$ cat src/design/tasp_pkg.sv
// ----------------------------------------------------------------------------
// tasp_pkg
// Types, widths and reset values shared by the two-axis servo motion profiler.
// ----------------------------------------------------------------------------
package tasp_pkg;

  localparam int unsigned POS_W  = 11;  // position, goal and command width
  localparam int unsigned NOW_W  = 13;  // internal position, room for overshoot
  localparam int unsigned DLT_W  = 14;  // goal minus position
  localparam int unsigned SPD_W  = 7;   // signed velocity
  localparam int unsigned RAD_W  = 18;  // 2 * accel * |delta|
  localparam int unsigned ROOT_W = 9;   // floor square root of RAD_W bits

  typedef enum logic [2:0] {
    CFG_MAX_VEL    = 3'd0,
    CFG_ACCEL      = 3'd1,
    CFG_CTR_VEL    = 3'd2,
    CFG_CTR_ACCEL  = 3'd3,
    CFG_DEADBAND   = 3'd4,
    CFG_OUT_LIMIT  = 3'd5,
    CFG_RELAX      = 3'd6
  } cfg_idx_e;

  typedef struct packed {
    logic [5:0] max_vel;
    logic [3:0] accel;
    logic [5:0] ctr_vel;
    logic [3:0] ctr_accel;
    logic [5:0] deadband;
    logic [9:0] out_limit;
    logic [3:0] relax;
  } cfg_t;

  localparam cfg_t CFG_RESET = '{
    max_vel:   6'd12,
    accel:     4'd2,
    ctr_vel:   6'd7,
    ctr_accel: 4'd1,
    deadband:  6'd2,
    out_limit: 10'd150,
    relax:     4'd3
  };

  typedef struct packed {
    logic signed [NOW_W-1:0] now;
    logic signed [POS_W-1:0] goal;
    logic signed [SPD_W-1:0] speed;
    logic [3:0]              cnt;
    logic                    relaxed;
  } axis_state_t;

  typedef struct packed {
    logic signed [POS_W-1:0] goal;
    logic signed [SPD_W-1:0] speed;
    logic [RAD_W-1:0]        radicand;
  } goal_res_t;

  // Clamp a 12-bit signed command to +/- lim.
  function automatic logic signed [POS_W-1:0] clamp_cmd(logic signed [11:0] v,
                                                         logic [9:0] lim);
    logic signed [11:0] hi;
    logic signed [11:0] lo;
    logic signed [11:0] r;
    hi = $signed({2'b00, lim});
    lo = -hi;
    if (v > hi) begin
      r = hi;
    end else if (v < lo) begin
      r = lo;
    end else begin
      r = v;
    end
    return r[POS_W-1:0];
  endfunction

endpackage

$ cat src/design/tasp_ifs.sv
// ----------------------------------------------------------------------------
// tasp channel interfaces
// Command, position and configuration channels with valid/ready handshake.
// ----------------------------------------------------------------------------
interface tasp_cmd_if;
  logic               valid;
  logic               ready;
  logic signed [10:0] x_command;
  logic signed [10:0] y_command;
  modport source (output valid, x_command, y_command, input ready);
  modport sink   (input valid, x_command, y_command, output ready);
endinterface

interface tasp_pos_if;
  logic               valid;
  logic               ready;
  logic signed [10:0] x_position;
  logic signed [10:0] y_position;
  logic               x_written;
  logic               y_written;
  logic               x_pulse_off;
  logic               y_pulse_off;
  modport source (output valid, x_position, y_position, x_written, y_written,
                  x_pulse_off, y_pulse_off, input ready);
  modport sink   (input valid, x_position, y_position, x_written, y_written,
                  x_pulse_off, y_pulse_off, output ready);
endinterface

interface tasp_cfg_if;
  logic       valid;
  logic       ready;
  logic [2:0] index;
  logic [9:0] data;
  modport source (output valid, index, data, input ready);
  modport sink   (input valid, index, data, output ready);
endinterface

$ cat src/design/two_axis_servo_motion_profiler.sv
// ----------------------------------------------------------------------------
// two_axis_servo_motion_profiler
// Joystick-driven two-axis servo profiler with square-root braking.
//
//   channel  dir  handshake      payload
//   cfg_i    in   valid/ready    index[2:0], data[9:0]
//   cmd_i    in   valid/ready    x_command, y_command (11b signed)
//   pos_o    out  valid/ready    x/y_position, x/y_written, x/y_pulse_off
//
// Each item runs, per axis, through one goal state, the iteration in the
// shared square-root unit and one move state; then one load.
// The next item is taken once the sequencer is back in idle; a result still
// waiting on pos_o only holds the final load. Config is always ready.
// Reset loads default config and clears all axis state.
// ----------------------------------------------------------------------------
module two_axis_servo_motion_profiler (
  input  logic       clk_i,
  input  logic       rst_ni,
  tasp_cfg_if.sink   cfg_i,
  tasp_cmd_if.sink   cmd_i,
  tasp_pos_if.source pos_o
);
  import tasp_pkg::*;

  typedef enum logic [2:0] {
    S_IDLE,
    S_GOAL,
    S_ROOT,
    S_MOVE,
    S_DONE
  } state_e;

  state_e                  state_q;
  cfg_t                    cfg_q;
  axis_state_t             axis_q [2];
  logic signed [POS_W-1:0] req_q [2];
  logic                    sel_q;
  logic [1:0]              wrote_q;
  logic                    pos_valid_q;

  logic signed [POS_W-1:0] x_pos_q;
  logic signed [POS_W-1:0] y_pos_q;
  logic                    x_wr_q;
  logic                    y_wr_q;
  logic                    x_off_q;
  logic                    y_off_q;

  goal_res_t               goal_res;
  axis_state_t             move_res;
  logic                    move_wrote;
  logic                    root_busy;
  logic [ROOT_W-1:0]       root;
  logic                    cmd_acc;
  logic                    load;

  assign cmd_i.ready = (state_q == S_IDLE);
  assign cfg_i.ready = 1'b1;
  assign cmd_acc     = cmd_i.valid && cmd_i.ready;
  assign load        = (state_q == S_DONE) && (!pos_valid_q || pos_o.ready);

  tasp_axis_alu u_alu (
    .st_i    (axis_q[sel_q]),
    .req_i   (req_q[sel_q]),
    .cfg_i   (cfg_q),
    .root_i  (root),
    .goal_o  (goal_res),
    .move_o  (move_res),
    .wrote_o (move_wrote)
  );

  tasp_isqrt u_isqrt (
    .clk_i   (clk_i),
    .rst_ni  (rst_ni),
    .start_i (state_q == S_GOAL),
    .rad_i   (goal_res.radicand),
    .busy_o  (root_busy),
    .root_o  (root)
  );

  always_ff @(posedge clk_i or negedge rst_ni) begin
    if (!rst_ni) begin
      cfg_q <= CFG_RESET;
    end else if (cfg_i.valid && cfg_i.ready) begin
      unique case (cfg_idx_e'(cfg_i.index))
        CFG_MAX_VEL:   cfg_q.max_vel   <= cfg_i.data[5:0];
        CFG_ACCEL:     cfg_q.accel     <= cfg_i.data[3:0];
        CFG_CTR_VEL:   cfg_q.ctr_vel   <= cfg_i.data[5:0];
        CFG_CTR_ACCEL: cfg_q.ctr_accel <= cfg_i.data[3:0];
        CFG_DEADBAND:  cfg_q.deadband  <= cfg_i.data[5:0];
        CFG_OUT_LIMIT: cfg_q.out_limit <= cfg_i.data;
        CFG_RELAX:     cfg_q.relax     <= cfg_i.data[3:0];
        default: ;
      endcase
    end
  end

  always_ff @(posedge clk_i) begin
    if (cmd_acc) begin
      req_q[0] <= clamp_cmd({cmd_i.x_command[10], cmd_i.x_command}, cfg_q.out_limit);
      req_q[1] <= clamp_cmd(-{cmd_i.y_command[10], cmd_i.y_command}, cfg_q.out_limit);
    end
    if (load) begin
      x_pos_q <= axis_q[0].now[POS_W-1:0];
      y_pos_q <= axis_q[1].now[POS_W-1:0];
      x_wr_q  <= wrote_q[0];
      y_wr_q  <= wrote_q[1];
      x_off_q <= axis_q[0].relaxed;
      y_off_q <= axis_q[1].relaxed;
    end
  end

  always_ff @(posedge clk_i or negedge rst_ni) begin
    if (!rst_ni) begin
      state_q     <= S_IDLE;
      sel_q       <= 1'b0;
      axis_q[0]   <= '0;
      axis_q[1]   <= '0;
      wrote_q     <= '0;
      pos_valid_q <= 1'b0;
    end else begin
      if (pos_valid_q && pos_o.ready && !load) begin
        pos_valid_q <= 1'b0;
      end
      unique case (state_q)
        S_IDLE: begin
          if (cmd_acc) begin
            sel_q   <= 1'b0;
            state_q <= S_GOAL;
          end
        end
        S_GOAL: begin
          axis_q[sel_q].goal  <= goal_res.goal;
          axis_q[sel_q].speed <= goal_res.speed;
          state_q             <= S_ROOT;
        end
        S_ROOT: begin
          if (!root_busy) begin
            state_q <= S_MOVE;
          end
        end
        S_MOVE: begin
          axis_q[sel_q]  <= move_res;
          wrote_q[sel_q] <= move_wrote;
          if (sel_q) begin
            state_q <= S_DONE;
          end else begin
            sel_q   <= 1'b1;
            state_q <= S_GOAL;
          end
        end
        S_DONE: begin
          if (load) begin
            pos_valid_q <= 1'b1;
            state_q     <= S_IDLE;
          end
        end
        default: state_q <= S_IDLE;
      endcase
    end
  end

  assign pos_o.valid       = pos_valid_q;
  assign pos_o.x_position  = x_pos_q;
  assign pos_o.y_position  = y_pos_q;
  assign pos_o.x_written   = x_wr_q;
  assign pos_o.y_written   = y_wr_q;
  assign pos_o.x_pulse_off = x_off_q;
  assign pos_o.y_pulse_off = y_off_q;

`ifndef NO_ASSERTIONS
  a_root_in_root_state: assert property (@(posedge clk_i) disable iff (!rst_ni)
    root_busy |-> state_q == S_ROOT)
    else $error("square-root unit busy outside root state");

  a_result_from_done: assert property (@(posedge clk_i) disable iff (!rst_ni)
    $rose(pos_valid_q) |-> $past(state_q) == S_DONE)
    else $error("result raised without finishing an item");

  a_speed_range: assert property (@(posedge clk_i) disable iff (!rst_ni)
    axis_q[0].speed != -7'sd64 && axis_q[1].speed != -7'sd64)
    else $error("velocity left the +/-63 range");

  a_relaxed_at_rest: assert property (@(posedge clk_i) disable iff (!rst_ni)
    (state_q == S_IDLE || state_q == S_DONE) && axis_q[0].relaxed
    |-> axis_q[0].now == '0 && axis_q[0].goal == '0)
    else $error("x pulse off while not resting at zero");
`endif

endmodule

$ cat src/design/tasp_isqrt.sv
// ----------------------------------------------------------------------------
// tasp_isqrt
// Iterative floor square root, one result bit per cycle, MSB first.
// ----------------------------------------------------------------------------
module tasp_isqrt (
  input  logic                        clk_i,
  input  logic                        rst_ni,
  input  logic                        start_i,
  input  logic [tasp_pkg::RAD_W-1:0]  rad_i,
  output logic                        busy_o,
  output logic [tasp_pkg::ROOT_W-1:0] root_o
);
  import tasp_pkg::*;

  logic [RAD_W-1:0]  rad_q;
  logic [ROOT_W-1:0] root_q;
  logic [ROOT_W-1:0] bit_q;
  logic [ROOT_W-1:0] cand;
  logic [RAD_W-1:0]  sq;

  assign cand   = root_q | bit_q;
  assign sq     = RAD_W'(cand) * RAD_W'(cand);
  assign busy_o = |bit_q;
  assign root_o = root_q;

  always_ff @(posedge clk_i or negedge rst_ni) begin
    if (!rst_ni) begin
      bit_q <= '0;
    end else if (start_i) begin
      bit_q <= {1'b1, {(ROOT_W-1){1'b0}}};
    end else begin
      bit_q <= bit_q >> 1;
    end
  end

  always_ff @(posedge clk_i) begin
    if (start_i) begin
      rad_q  <= rad_i;
      root_q <= '0;
    end else if (busy_o && (sq <= rad_q)) begin
      root_q <= cand;
    end
  end

endmodule

$ cat src/design/tasp_axis_alu.sv
// ----------------------------------------------------------------------------
// tasp_axis_alu
// Per-axis arithmetic, shared by both axes: goal update with deadband and
// reversal handling, then velocity slew, snap and stable-sample counting.
// ----------------------------------------------------------------------------
module tasp_axis_alu (
  input  tasp_pkg::axis_state_t              st_i,
  input  logic signed [tasp_pkg::POS_W-1:0]  req_i,
  input  tasp_pkg::cfg_t                     cfg_i,
  input  logic [tasp_pkg::ROOT_W-1:0]        root_i,
  output tasp_pkg::goal_res_t                goal_o,
  output tasp_pkg::axis_state_t              move_o,
  output logic                               wrote_o
);
  import tasp_pkg::*;

  // goal stage
  logic signed [11:0]      diff;
  logic [11:0]             abs_diff;
  logic signed [POS_W-1:0] g_new;
  logic                    flip;
  logic [3:0]              g_acc;
  logic signed [DLT_W-1:0] g_delta;
  logic [DLT_W-1:0]        g_abs;

  always_comb begin
    diff     = {req_i[POS_W-1], req_i} - {st_i.goal[POS_W-1], st_i.goal};
    abs_diff = diff[11] ? 12'(-diff) : 12'(diff);
    g_new    = (abs_diff >= {6'b0, cfg_i.deadband}) ? req_i : st_i.goal;
    flip     = (st_i.goal != '0) && (g_new != '0) &&
               (st_i.goal[POS_W-1] != g_new[POS_W-1]);
    g_acc    = (g_new == '0) ? cfg_i.ctr_accel : cfg_i.accel;
    g_delta  = {{(DLT_W-POS_W){g_new[POS_W-1]}}, g_new} -
               {{(DLT_W-NOW_W){st_i.now[NOW_W-1]}}, st_i.now};
    g_abs    = g_delta[DLT_W-1] ? DLT_W'(-g_delta) : DLT_W'(g_delta);
    goal_o.goal     = g_new;
    goal_o.speed    = flip ? '0 : st_i.speed;
    goal_o.radicand = RAD_W'({g_acc, 1'b0}) * RAD_W'(g_abs[NOW_W-1:0]);
  end

  // move stage, on a state whose goal is already updated
  logic                    m_center;
  logic [5:0]              m_vmax;
  logic [3:0]              m_acc;
  logic signed [DLT_W-1:0] m_delta;
  logic [DLT_W-1:0]        m_abs;
  logic [5:0]              m_want;
  logic signed [7:0]       tgt;
  logic signed [7:0]       sp8;
  logic signed [7:0]       d8;
  logic signed [7:0]       acc8;
  logic signed [7:0]       v8;
  logic [7:0]              abs_v;
  logic signed [NOW_W-1:0] nxt;
  logic signed [SPD_W-1:0] spd;
  logic [3:0]              cnt_inc;

  always_comb begin
    m_center = (st_i.goal == '0);
    m_vmax   = m_center ? cfg_i.ctr_vel : cfg_i.max_vel;
    m_acc    = m_center ? cfg_i.ctr_accel : cfg_i.accel;
    m_delta  = {{(DLT_W-POS_W){st_i.goal[POS_W-1]}}, st_i.goal} -
               {{(DLT_W-NOW_W){st_i.now[NOW_W-1]}}, st_i.now};
    m_abs    = m_delta[DLT_W-1] ? DLT_W'(-m_delta) : DLT_W'(m_delta);
    m_want   = (root_i > {3'b000, m_vmax}) ? m_vmax : root_i[5:0];
    if (m_delta < 0) begin
      tgt = -$signed({2'b00, m_want});
    end else if (m_delta == '0) begin
      tgt = '0;
    end else begin
      tgt = $signed({2'b00, m_want});
    end
    sp8  = {st_i.speed[SPD_W-1], st_i.speed};
    acc8 = $signed({4'b0000, m_acc});
    d8   = tgt - sp8;
    if (d8 > acc8) begin
      v8 = sp8 + acc8;
    end else if (d8 < -acc8) begin
      v8 = sp8 - acc8;
    end else begin
      v8 = tgt;
    end
    abs_v = v8[7] ? 8'(-v8) : 8'(v8);

    if (m_delta == '0) begin
      spd = '0;
      nxt = st_i.now;
    end else if (m_abs <= {6'b0, abs_v}) begin
      spd = '0;
      nxt = {{(NOW_W-POS_W){st_i.goal[POS_W-1]}}, st_i.goal};
    end else begin
      spd = v8[SPD_W-1:0];
      nxt = st_i.now + {{(NOW_W-8){v8[7]}}, v8};
    end

    wrote_o      = (nxt != st_i.now);
    cnt_inc      = st_i.cnt + 4'd1;
    move_o       = st_i;
    move_o.now   = nxt;
    move_o.speed = spd;
    if (wrote_o || (nxt != '0) || (st_i.goal != '0)) begin
      move_o.cnt     = '0;
      move_o.relaxed = 1'b0;
    end else if (!st_i.relaxed) begin
      move_o.cnt     = cnt_inc;
      move_o.relaxed = (cnt_inc >= cfg_i.relax);
    end
  end

endmodule
$ cat src/flat_wrapper.sv
// flat-port wrapper written by rule: the top's interface ports become plain ports
module two_axis_servo_motion_profiler_flat import tasp_pkg::*;
  (clk_i, rst_ni, cfg_i_valid, cfg_i_index, cfg_i_data, cfg_i_ready, cmd_i_valid, cmd_i_x_command, cmd_i_y_command, cmd_i_ready, pos_o_valid, pos_o_x_position, pos_o_y_position, pos_o_x_written, pos_o_y_written, pos_o_x_pulse_off, pos_o_y_pulse_off, pos_o_ready);
  tasp_cfg_if cfg_i_i ();
  tasp_cmd_if cmd_i_i ();
  tasp_pos_if pos_o_i ();
  input  logic clk_i;
  input  logic rst_ni;
  input wire logic [$bits(cfg_i_i.valid)-1:0] cfg_i_valid;
  input wire logic [$bits(cfg_i_i.index)-1:0] cfg_i_index;
  input wire logic [$bits(cfg_i_i.data)-1:0] cfg_i_data;
  output wire logic [$bits(cfg_i_i.ready)-1:0] cfg_i_ready;
  input wire logic [$bits(cmd_i_i.valid)-1:0] cmd_i_valid;
  input wire logic [$bits(cmd_i_i.x_command)-1:0] cmd_i_x_command;
  input wire logic [$bits(cmd_i_i.y_command)-1:0] cmd_i_y_command;
  output wire logic [$bits(cmd_i_i.ready)-1:0] cmd_i_ready;
  output wire logic [$bits(pos_o_i.valid)-1:0] pos_o_valid;
  output wire logic [$bits(pos_o_i.x_position)-1:0] pos_o_x_position;
  output wire logic [$bits(pos_o_i.y_position)-1:0] pos_o_y_position;
  output wire logic [$bits(pos_o_i.x_written)-1:0] pos_o_x_written;
  output wire logic [$bits(pos_o_i.y_written)-1:0] pos_o_y_written;
  output wire logic [$bits(pos_o_i.x_pulse_off)-1:0] pos_o_x_pulse_off;
  output wire logic [$bits(pos_o_i.y_pulse_off)-1:0] pos_o_y_pulse_off;
  input wire logic [$bits(pos_o_i.ready)-1:0] pos_o_ready;
  assign cfg_i_i.valid = cfg_i_valid;
  assign cfg_i_i.index = cfg_i_index;
  assign cfg_i_i.data = cfg_i_data;
  assign cfg_i_ready = cfg_i_i.ready;
  assign cmd_i_i.valid = cmd_i_valid;
  assign cmd_i_i.x_command = cmd_i_x_command;
  assign cmd_i_i.y_command = cmd_i_y_command;
  assign cmd_i_ready = cmd_i_i.ready;
  assign pos_o_valid = pos_o_i.valid;
  assign pos_o_x_position = pos_o_i.x_position;
  assign pos_o_y_position = pos_o_i.y_position;
  assign pos_o_x_written = pos_o_i.x_written;
  assign pos_o_y_written = pos_o_i.y_written;
  assign pos_o_x_pulse_off = pos_o_i.x_pulse_off;
  assign pos_o_y_pulse_off = pos_o_i.y_pulse_off;
  assign pos_o_i.ready = pos_o_ready;
  two_axis_servo_motion_profiler u_core (.clk_i(clk_i), .rst_ni(rst_ni), .cfg_i(cfg_i_i), .cmd_i(cmd_i_i), .pos_o(pos_o_i));
endmodule
$ cat config.mk
export PLATFORM = sky130hd
export DESIGN_NAME = two_axis_servo_motion_profiler_flat
export DESIGN_NICKNAME = d
export VERILOG_FILES = /design/src/design/tasp_pkg.sv /design/src/design/tasp_ifs.sv /design/src/design/two_axis_servo_motion_profiler.sv /design/src/design/tasp_isqrt.sv /design/src/design/tasp_axis_alu.sv /design/src/flat_wrapper.sv
export SDC_FILE = /design/constraint.sdc
export NUM_CORES = 1
export LEC_CHECK = 0
export BUFFER_PORTS_ARGS = -buffer_cell sky130_fd_sc_hd__buf_2
export CAP_MARGIN = 25
export CORE_ASPECT_RATIO = 1.5
export CORE_MARGIN = 10
export CORE_UTILIZATION = 40
export CTS_CLUSTER_DIAMETER = 60
export DETAILED_ROUTE_END_ITERATION = 8
export HOLD_SLACK_MARGIN = 0.03
export PLACE_DENSITY = 0.6
export REMOVE_ABC_BUFFERS = 1
export SLEW_MARGIN = 40
export SYNTH_ARGS = -nofsm -noshare
export SYNTH_HDL_FRONTEND = slang
export SYNTH_HIERARCHICAL = 1
export SYNTH_SLANG_ARGS = --single-unit
$ cat constraint.sdc
create_clock -name clk_i -period 15.6 [get_ports clk_i]
set_input_delay 3.12 -clock clk_i [delete_from_list [all_inputs] [get_ports clk_i]]
set_output_delay 3.12 -clock clk_i [all_outputs]
set_load 0.02 [all_outputs]
==> run metrics, run 1 <==
XOR/XNOR Fraction of Synth Area 0.05471; first-pass GRT wire length 93680 um; number of cells on the worst reg-to-reg path 48; leading area contributor after synthesis dfrtp_1; fmax 76.98 MHz; Crit path largest cell delay 1000 ps; post-synth cell types 123; outcome finished clean; r2r startpoint u_core/sel_q; Pins Over Slew Limit 0; final setup fails 0; area of the die 0.06130 mm2; DRT Wirelength 58870 um; GR met2 Demand/Resource 0.3655; YS warnings 6; DR DRC count 0; R2R setup slack 2610 ps; Reg clk slew, reported paths 60 ps; multiplexer share of the synthesized area 0.1118; DR vias 16780; Final ANT Viol Nets 0; TNS Setup 0 ps; Hold EP u_core/pos_o.y_written; P&R area growth vs syn 8.143%; Inst Count DP 2958; Least-Margin Pin Slew 859.8 ps; WHS 442.7 ps; Final #Nets 2626; Rows 101; maximum clock path buffer count 3; final instance area 0.02233 mm2; Hold Crit Start u_core/wrote_q[1]; post_cts resized 0; slew margin rel. 0.4268; root buf cell clkbuf_16; RSZ-0062 raised after global routing no; Post-DP Area 0.02164 mm2; Post-synth EDFFs 66; total gr overflow 0; mean post-synth cell area 9.085 um2; Sequential cell area 0.005384 mm2; Die Width 205.5 um; adder-cell share of the synthesized area 0.1895; initial cell density of the core 0.4055; Post-synth ARST share 0.6305; synthesized cell area 0.02065 mm2; main area contributors after synthesis dfrtp_1 (14%), ha_1 (13%), edfxtp_1 (9.6%); post-synthesis compound-gate area fraction 0.1613; footprint of the multi-input gates 0.01407 mm2; Worst Hold Class flip-flop to flip-flop; share of layout cells above drive strength 1 0.1500; GR peak layer met2; Seq/Total Area, Yosys 0.2606; GR Util met3 0.01684; # fillers 5002; Worst EP arrival 13450 ps; CP Data Required Time 16060 ps; wire length per cell 19.66 um; main combinational cell family by area after synthesis adder cells; postcts setup bufs 0; CTS tree built; initial antenna violation count 0; Die Ht 298.3 um; endpoints failing hold 0; total core area 0.05093 mm2; vias in the first global route 17470; initial DRC count 833; Hold Buf Count CTS 0; post-route minimum period 12990 ps; kind of end point of the critical path flip-flop; CP max FO 30; cell count after synthesis 2273; Worst R2R End u_core/axis_q[38]; WS Path Type flip-flop to flip-flop; Synth Flop Type dfrtp_1; CP most frequent cell mux2i_1; Yosys reg bits 203; hold depth 0; max_cap viols 0; Finished Layout Cells 2995; final period utilization 0.8327; Synth Area in Simple Gates 0.1609; Vias/cell 5.602; TritonRoute pass-1 iters 5; largest net degree at the start of global routing 66; I/O pin cnt 69; Yosys top cell area share 0.1381; # diodes 0; Max H-tree Level 1; clk sinks 203; total track usage 0.1898; Num CTS Buffers 21; CP Launch Type flip-flop; Port Buf Inserts 67; Clk Latency, worst-skew pair 520 ps; met1 Track Usage GR 0.1940; Critical Path Slowest Stage Cell or4_2; Clock Skew 12.12 ps; GPL Wtd Cong 0.9692; hpwl dp 48530 um
[cells by family (layout without fill, tap and decap cells)]
kind of cell | Yosys count | in the layout
AOI/OAI and AO/OA | 490 | 490
xor gates and xnor gates | 126 | 126
adders and majority gates | 275 | 275
buffers and inverters | 310 | 363
DFF | 203 | 203
muxes | 211 | 211
other | 3 | 3
and+or+nand+nor | 655 | 655
[cells in the mapped netlist (8+ instances only)]
cell type and count:
xor2_1 44, nand3_1 33, o21a_1 29, a211oi_1 16, o21ai_0 114, o21bai_1 13
nor4_1 14, nand4_1 14, o22ai_1 11, mux2i_1 65, or2_2 8, dfstp_2 14
dfxtp_1 9, buf_4 15, ha_1 211, nand2b_1 33, nor2_1 200, a21oi_1 127
nand2_1 152, and3_1 16, inv_1 243, fa_1 63, edfxtp_1 66, and2_1 32
mux2_2 144, a31oi_1 13, o211ai_1 17, a211o_1 10, a21o_1 27, nor2b_1 40
clkbuf_1 37, a221oi_1 12, dfrtp_1 114, xnor2_1 80, nor3_1 45
[flip-flops by register name, summed over array words and instances, names as in the netlist, 2 cells and up]
register	count
u_core/axis_q	72
u_core/cfg_q	40
u_core/pos_o.x_position	11
u_core/pos_o.y_position	11
u_core/req_q	22
u_core/state_q	3
u_core/u_isqrt/bit_q	9
u_core/u_isqrt/rad_q	18
u_core/u_isqrt/root_o	9
u_core/wrote_q	2
[worst max path at each step]
| stage | from | endpoint | cells after the start |
|---|---|---|---|
| finish | u_core/sel_q | u_core/axis_q[38] | 48 |
| global route | u_core/sel_q | u_core/u_isqrt/rad_q[17] | 52 |
| CTS | u_core/sel_q | u_core/axis_q[38] | 48 |
| detailed placement | u_core/sel_q | u_core/axis_q[38] | 48 |
| global placement | u_core/sel_q | u_core/axis_q[37] | 48 |
| floorplan | u_core/sel_q | u_core/u_isqrt/rad_q[17] | 52 |
[area by class of cell]
class | count | area share
inverters | 245 | 0.04118
clock buffers | 27 | 0.02499
flip-flops and latches | 203 | 0.2411
clock inverters | 10 | 0.004986
multi-input cells | 1760 | 0.6301
repair buffers | 81 | 0.02017
well taps | 669 | 0.03748
[routing by layer]
metal / part of all wire / vias to the layer above
met3: 0.028 / 156
met5: 0 / -
met2: 0.55 / 388
met1: 0.37 / 8120
li1: - / 8114
met4: 0.058 / 0
[worst max-delay path: cells and delay by family (launching register included)]
family                   cells  cell delay [ps]
AND/OR/NAND/NOR             15             3730
multiplexers                10             3040
AO/OA/AOI/OAI               12             2310
adder cells (fa/ha/maj)      5             1580
buffers and inverters        4             1110
flip-flops                   1              750
XOR/XNOR                     2              350
[per-stage QoR]
stage                     worst slack, ps    util
after floorplan                      4015       -
after global placement               3008  0.4243
after detailed placement             2737  0.4250
after CTS                            2717  0.4382
after global routing                 1726  0.4385
final                                2610  0.4385
[layout by cell type (no fill, tap or decap), types with 17 or more instances in the layout]
| cell | n |
|---|---|
| a21o_1 | 27 |
| a21oi_1 | 127 |
| and2_1 | 32 |
| buf_2 | 66 |
| clkbuf_16 | 21 |
| dfrtp_1 | 113 |
| edfxtp_1 | 66 |
| fa_1 | 63 |
| ha_1 | 211 |
| inv_1 | 243 |
| mux2_2 | 144 |
| mux2i_1 | 64 |
| nand2_1 | 151 |
| nand2b_1 | 33 |
| nand3_1 | 31 |
| nor2_1 | 197 |
| nor2b_1 | 39 |
| nor3_1 | 43 |
| o211ai_1 | 17 |
| o21a_1 | 29 |
| o21ai_0 | 111 |
| xnor2_1 | 80 |
| xor2_1 | 44 |
Power of run 1 is left out: the tool's default activity adds up to more than one toggle a clock period on the data nets, which glitch-free logic cannot reach.
==> run 2: changes to the inputs <==
==> constraint.sdc (replaced) <==
create_clock -name clk_i -period 13.35 [get_ports clk_i]
set_input_delay 2.67 -clock clk_i [delete_from_list [all_inputs] [get_ports clk_i]]
set_output_delay 2.67 -clock clk_i [all_outputs]
set_load 0.02 [all_outputs]
==> run metrics, run 2 (synthesized netlist as in run 1, its figures left out) <==
GPL Wtd Cong 0.9620; DR vias 16920; # diodes 0; root buf cell clkbuf_16; Port Buf Inserts 67; DRT Wirelength 58430 um; Least-Margin Pin Slew 829.0 ps; outcome finished clean; Clk Latency, worst-skew pair 530 ps; fmax 83.23 MHz; total core area 0.05093 mm2; DR DRC count 0; kind of end point of the critical path flip-flop; Worst EP arrival 12290 ps; wire length per cell 19.44 um; Rows 101; total gr overflow 0; area of the die 0.06130 mm2; vias in the first global route 17570; most common cell after layout, fill and taps aside inv_1; I/O pin cnt 69; Reg clk slew, reported paths 60 ps; Top Registers u_core/axis_q x72, u_core/cfg_q x40, u_core/req_q x22; total track usage 0.1894; CP max FO 24; largest net degree at the start of global routing 78; endpoints failing hold 0; Hold Buf Count CTS 0; initial antenna violation count 0; hpwl dp 48170 um; clk sinks 203; Die Width 205.5 um; initial cell density of the core 0.4055; share of layout cells above drive strength 1 0.1519; initial DRC count 890; Crit path largest cell delay 590 ps; CP Launch Type flip-flop; post_cts resized 0; most flop-heavy register u_core/axis_q; final period utilization 0.9000; final setup fails 0; Final ANT Viol Nets 0; most frequent cells in the layout inv_1 (243), ha_1 (211), nor2_1 (198), nand2_1 (151), mux2_2 (144); maximum clock path buffer count 3; M1 WL 21590 um; Critical Path Slowest Stage Cell dfrtp_2; Clock Skew 13.62 ps; Worst Hold Class flip-flop to flip-flop; Top Layer Used met4; P&R area growth vs syn 8.222%; met3 routed WL 1573 um; Final #Nets 2637; Die Ht 298.3 um; Num CTS Buffers 20; Pins Over Slew Limit 0; Vias/cell 5.630; post-route minimum period 12010 ps; max_cap viols 0; slew margin rel. 0.4403; Max H-tree Level 1; postcts setup bufs 0; RSZ-0062 raised after global routing no; max FFs per register 72; CTS tree built; CP Data Required Time 13620 ps; TritonRoute pass-1 iters 5; CP most frequent cell a21oi_1; # fillers 4982; WS Path Type flip-flop to flip-flop; TNS Setup 0 ps; WL met2 31560 um; first-pass GRT wire length 93550 um
-- run 2: layout make-up --
type | instances | area [um2] | area share
clock inverters | 10 | 71.32 | 0.003191
repair buffers | 93 | 536.8 | 0.02402
inverters | 245 | 919.6 | 0.04115
clock buffers | 26 | 553.0 | 0.02475
flip-flops and latches | 203 | 5384 | 0.2409
well taps | 669 | 837.1 | 0.03745
multi-input cells | 1760 | 14050 | 0.6285
-- run 2: final timing paths --
| kind | startpoint | end | slack [ps] | cells past startpoint |
|---|---|---|---|---|
| setup reg to reg | u_core/sel_q | u_core/u_isqrt/rad_q[17] | 1340 | 53 |
| setup / recovery | u_core/sel_q | u_core/u_isqrt/rad_q[17] | 1340 | 53 |
| max in group asynchronous | rst_ni | u_core/sel_q | 9980 | 2 |
| hold reg to reg | u_core/wrote_q[1] | u_core/pos_o.y_written | 440 | 0 |
| hold / removal | u_core/wrote_q[1] | u_core/pos_o.y_written | 440 | 0 |
| min in group asynchronous | rst_ni | u_core/wrote_q[1] | 2170 | 1 |
-- run 2: metrics by stage --
step	utilization	worst slack [ps]	cells	area [um2]	hold slack (ps)
after floorplan	-	1765	2208	20320	419.4
after global placement	0.4261	1646	2970	21700	430.9
after detailed placement	0.4264	1347	2970	21710	438.0
after CTS	0.4386	1274	3006	22340	444.6
after global routing	0.4388	350.8	3006	22350	449.8
final	0.4388	1335	3006	22350	440.5
-- run 2: critical path, delay by kind of cell (launching register included) --
family | cells | cell delay (ps)
and+or+nand+nor | 8 | 840
xor gates and xnor gates | 2 | 280
muxes | 1 | 430
buffers and inverters | 3 | 570
AOI/OAI and AO/OA | 33 | 6690
adders and majority gates | 6 | 2390
DFF | 1 | 590
-- run 2: routing by layer --
| layer | vias up | track usage |
|---|---|---|
| met4 | 0 | 0.1102 |
| met3 | 156 | 0.01467 |
| li1 | 8157 | - |
| met2 | 391 | 0.3615 |
| met5 | - | 0 |
| met1 | 8219 | 0.1951 |
Power of run 2 is left out for the same reason.
==> run 3: changes to the inputs <==
==> constraint.sdc (replaced) <==
create_clock -name clk_i -period 12.05 [get_ports clk_i]
set_input_delay 2.41 -clock clk_i [delete_from_list [all_inputs] [get_ports clk_i]]
set_output_delay 2.41 -clock clk_i [all_outputs]
set_load 0.02 [all_outputs]
==> run metrics, run 3 (synthesized netlist as in run 1, its figures left out) <==
outcome finished clean; # diodes 0; Clock Skew 38.91 ps; Top Registers u_core/axis_q x72, u_core/cfg_q x40, u_core/req_q x22; max FFs per register 72; RSZ-0062 raised after global routing yes; Crit path largest cell delay 560 ps; most common cell after layout, fill and taps aside inv_1; number of cells on the worst reg-to-reg path 50; initial cell density of the core 0.4055; first-pass GRT wire length 95210 um; TritonRoute pass-1 iters 5; share of layout cells above drive strength 1 0.1636; CP Launch Type flip-flop; total core area 0.05093 mm2; Die Width 205.5 um; Critical Path Slowest Stage Cell dfrtp_4; Rows 101; initial DRC count 730; Die Ht 298.3 um; CP Data Required Time 12550 ps; final period utilization 0.9550; maximum clock path buffer count 3; Vias/cell 5.610; post-route minimum period 11510 ps; slew margin rel. 0.4121; WS Path Type flip-flop to flip-flop; Final WS setup 542.3 ps; Place WS 169.3 ps; GPL Wtd Cong 0.9742; clk sinks 203; P&R area growth vs syn 9.748%; hpwl dp 49600 um; Max H-tree Level 1; final setup fails 0; DRT Wirelength 60030 um; kind of end point of the critical path flip-flop; I/O pin cnt 69; hold depth 0; Least-Margin Pin Slew 881.9 ps; total gr overflow 0; Worst EP arrival 12010 ps; # fillers 4994; vias in the first global route 17680; area of the die 0.06130 mm2; Num CTS Buffers 23; Final #Nets 2651; total track usage 0.1931; wire length per cell 19.86 um; footprint of the multi-input gates 0.01415 mm2; most flop-heavy register u_core/axis_q; most frequent cells in the layout inv_1 (242), ha_1 (211), nor2_1 (198), nand2_1 (151), mux2_2 (144); Clk Latency, worst-skew pair 560 ps; fmax 86.90 MHz; DR DRC count 0; Final ANT Viol Nets 0; Pins Over Slew Limit 0; endpoints failing hold 0; Worst Hold Class flip-flop to flip-flop; largest net degree at the start of global routing 66; root buf cell clkbuf_16; max_cap viols 0; CP max FO 19; DR vias 16960; initial antenna violation count 0; Reg clk slew, reported paths 70 ps; Port Buf Inserts 67; CTS tree built; Sequential cell area 0.005386 mm2
==> run 3: path summary, 6_finish.rpt <==
check | from | endpoint | slack, ps
max | u_core/sel_q | u_core/axis_q[1] | 540
min | u_core/axis_q[63] | u_core/pos_o.x_position[4] | 460
max reg2reg | u_core/sel_q | u_core/axis_q[1] | 540
min reg2reg | u_core/axis_q[63] | u_core/pos_o.x_position[4] | 460
max in group asynchronous | rst_ni | u_core/axis_q[7] | 9140
min in group asynchronous | rst_ni | u_core/axis_q[23] | 1850
==> run 3: per-stage QoR <==
| stage | area [um2] | utilization | instances | setup TNS (ps) | hold slack [ps] |
|---|---|---|---|---|---|
| final | 22660 | 0.4450 | 3023 | 0 | 463.4 |
| after global routing | 22660 | 0.4450 | 3023 | -82.83 | 481.5 |
| after CTS | 22540 | 0.4426 | 3022 | 0 | 464.9 |
| after detailed placement | 21800 | 0.4281 | 2980 | 0 | 452.8 |
| after global placement | 21770 | 0.4275 | 2980 | 0 | 457.1 |
| after floorplan | 20320 | - | 2208 | 0 | 419.4 |
==> run 3: layer usage <==
layer  part of all wire  vias up  wire length (um)  global-route usage
met4              0.060        0              3583              0.1039
met3              0.029      158              1717             0.01630
met1               0.36     8242             21580              0.1930
met2               0.55      389             33150              0.3781
li1                   -     8171                 -                   -
met5                  0        -                 0                   0
==> run 3: what timing repair did <==
| item | CTS | global route |
|---|---|---|
| hold buffers | 0 | 0 |
| buffers inserted | 0 | 1 |
| setup endpoints to repair | 0 | 21 |
| gates resized for setup | 0 | 23 |
==> run 3: worst max-delay path: cells and delay by family, from the launching register on <==
| kind | cells | cell delay, ps |
|---|---|---|
| mux | 5 | 1410 |
| buf+inv | 7 | 1420 |
| fa+ha+maj | 6 | 1700 |
| simple gates | 16 | 3320 |
| xor+xnor | 2 | 370 |
| compound gates | 14 | 2630 |
| flops | 1 | 560 |
==> run 3: layout make-up <==
type / count / area share
well taps: 669 / 0.03693
repair buffers: 104 / 0.02766
multi-input cells: 1760 / 0.6244
inverters: 245 / 0.04058
flip-flops and latches: 203 / 0.2377
clock buffers: 30 / 0.02749
clock inverters: 12 / 0.005245
Power of run 3 is left out for the same reason.
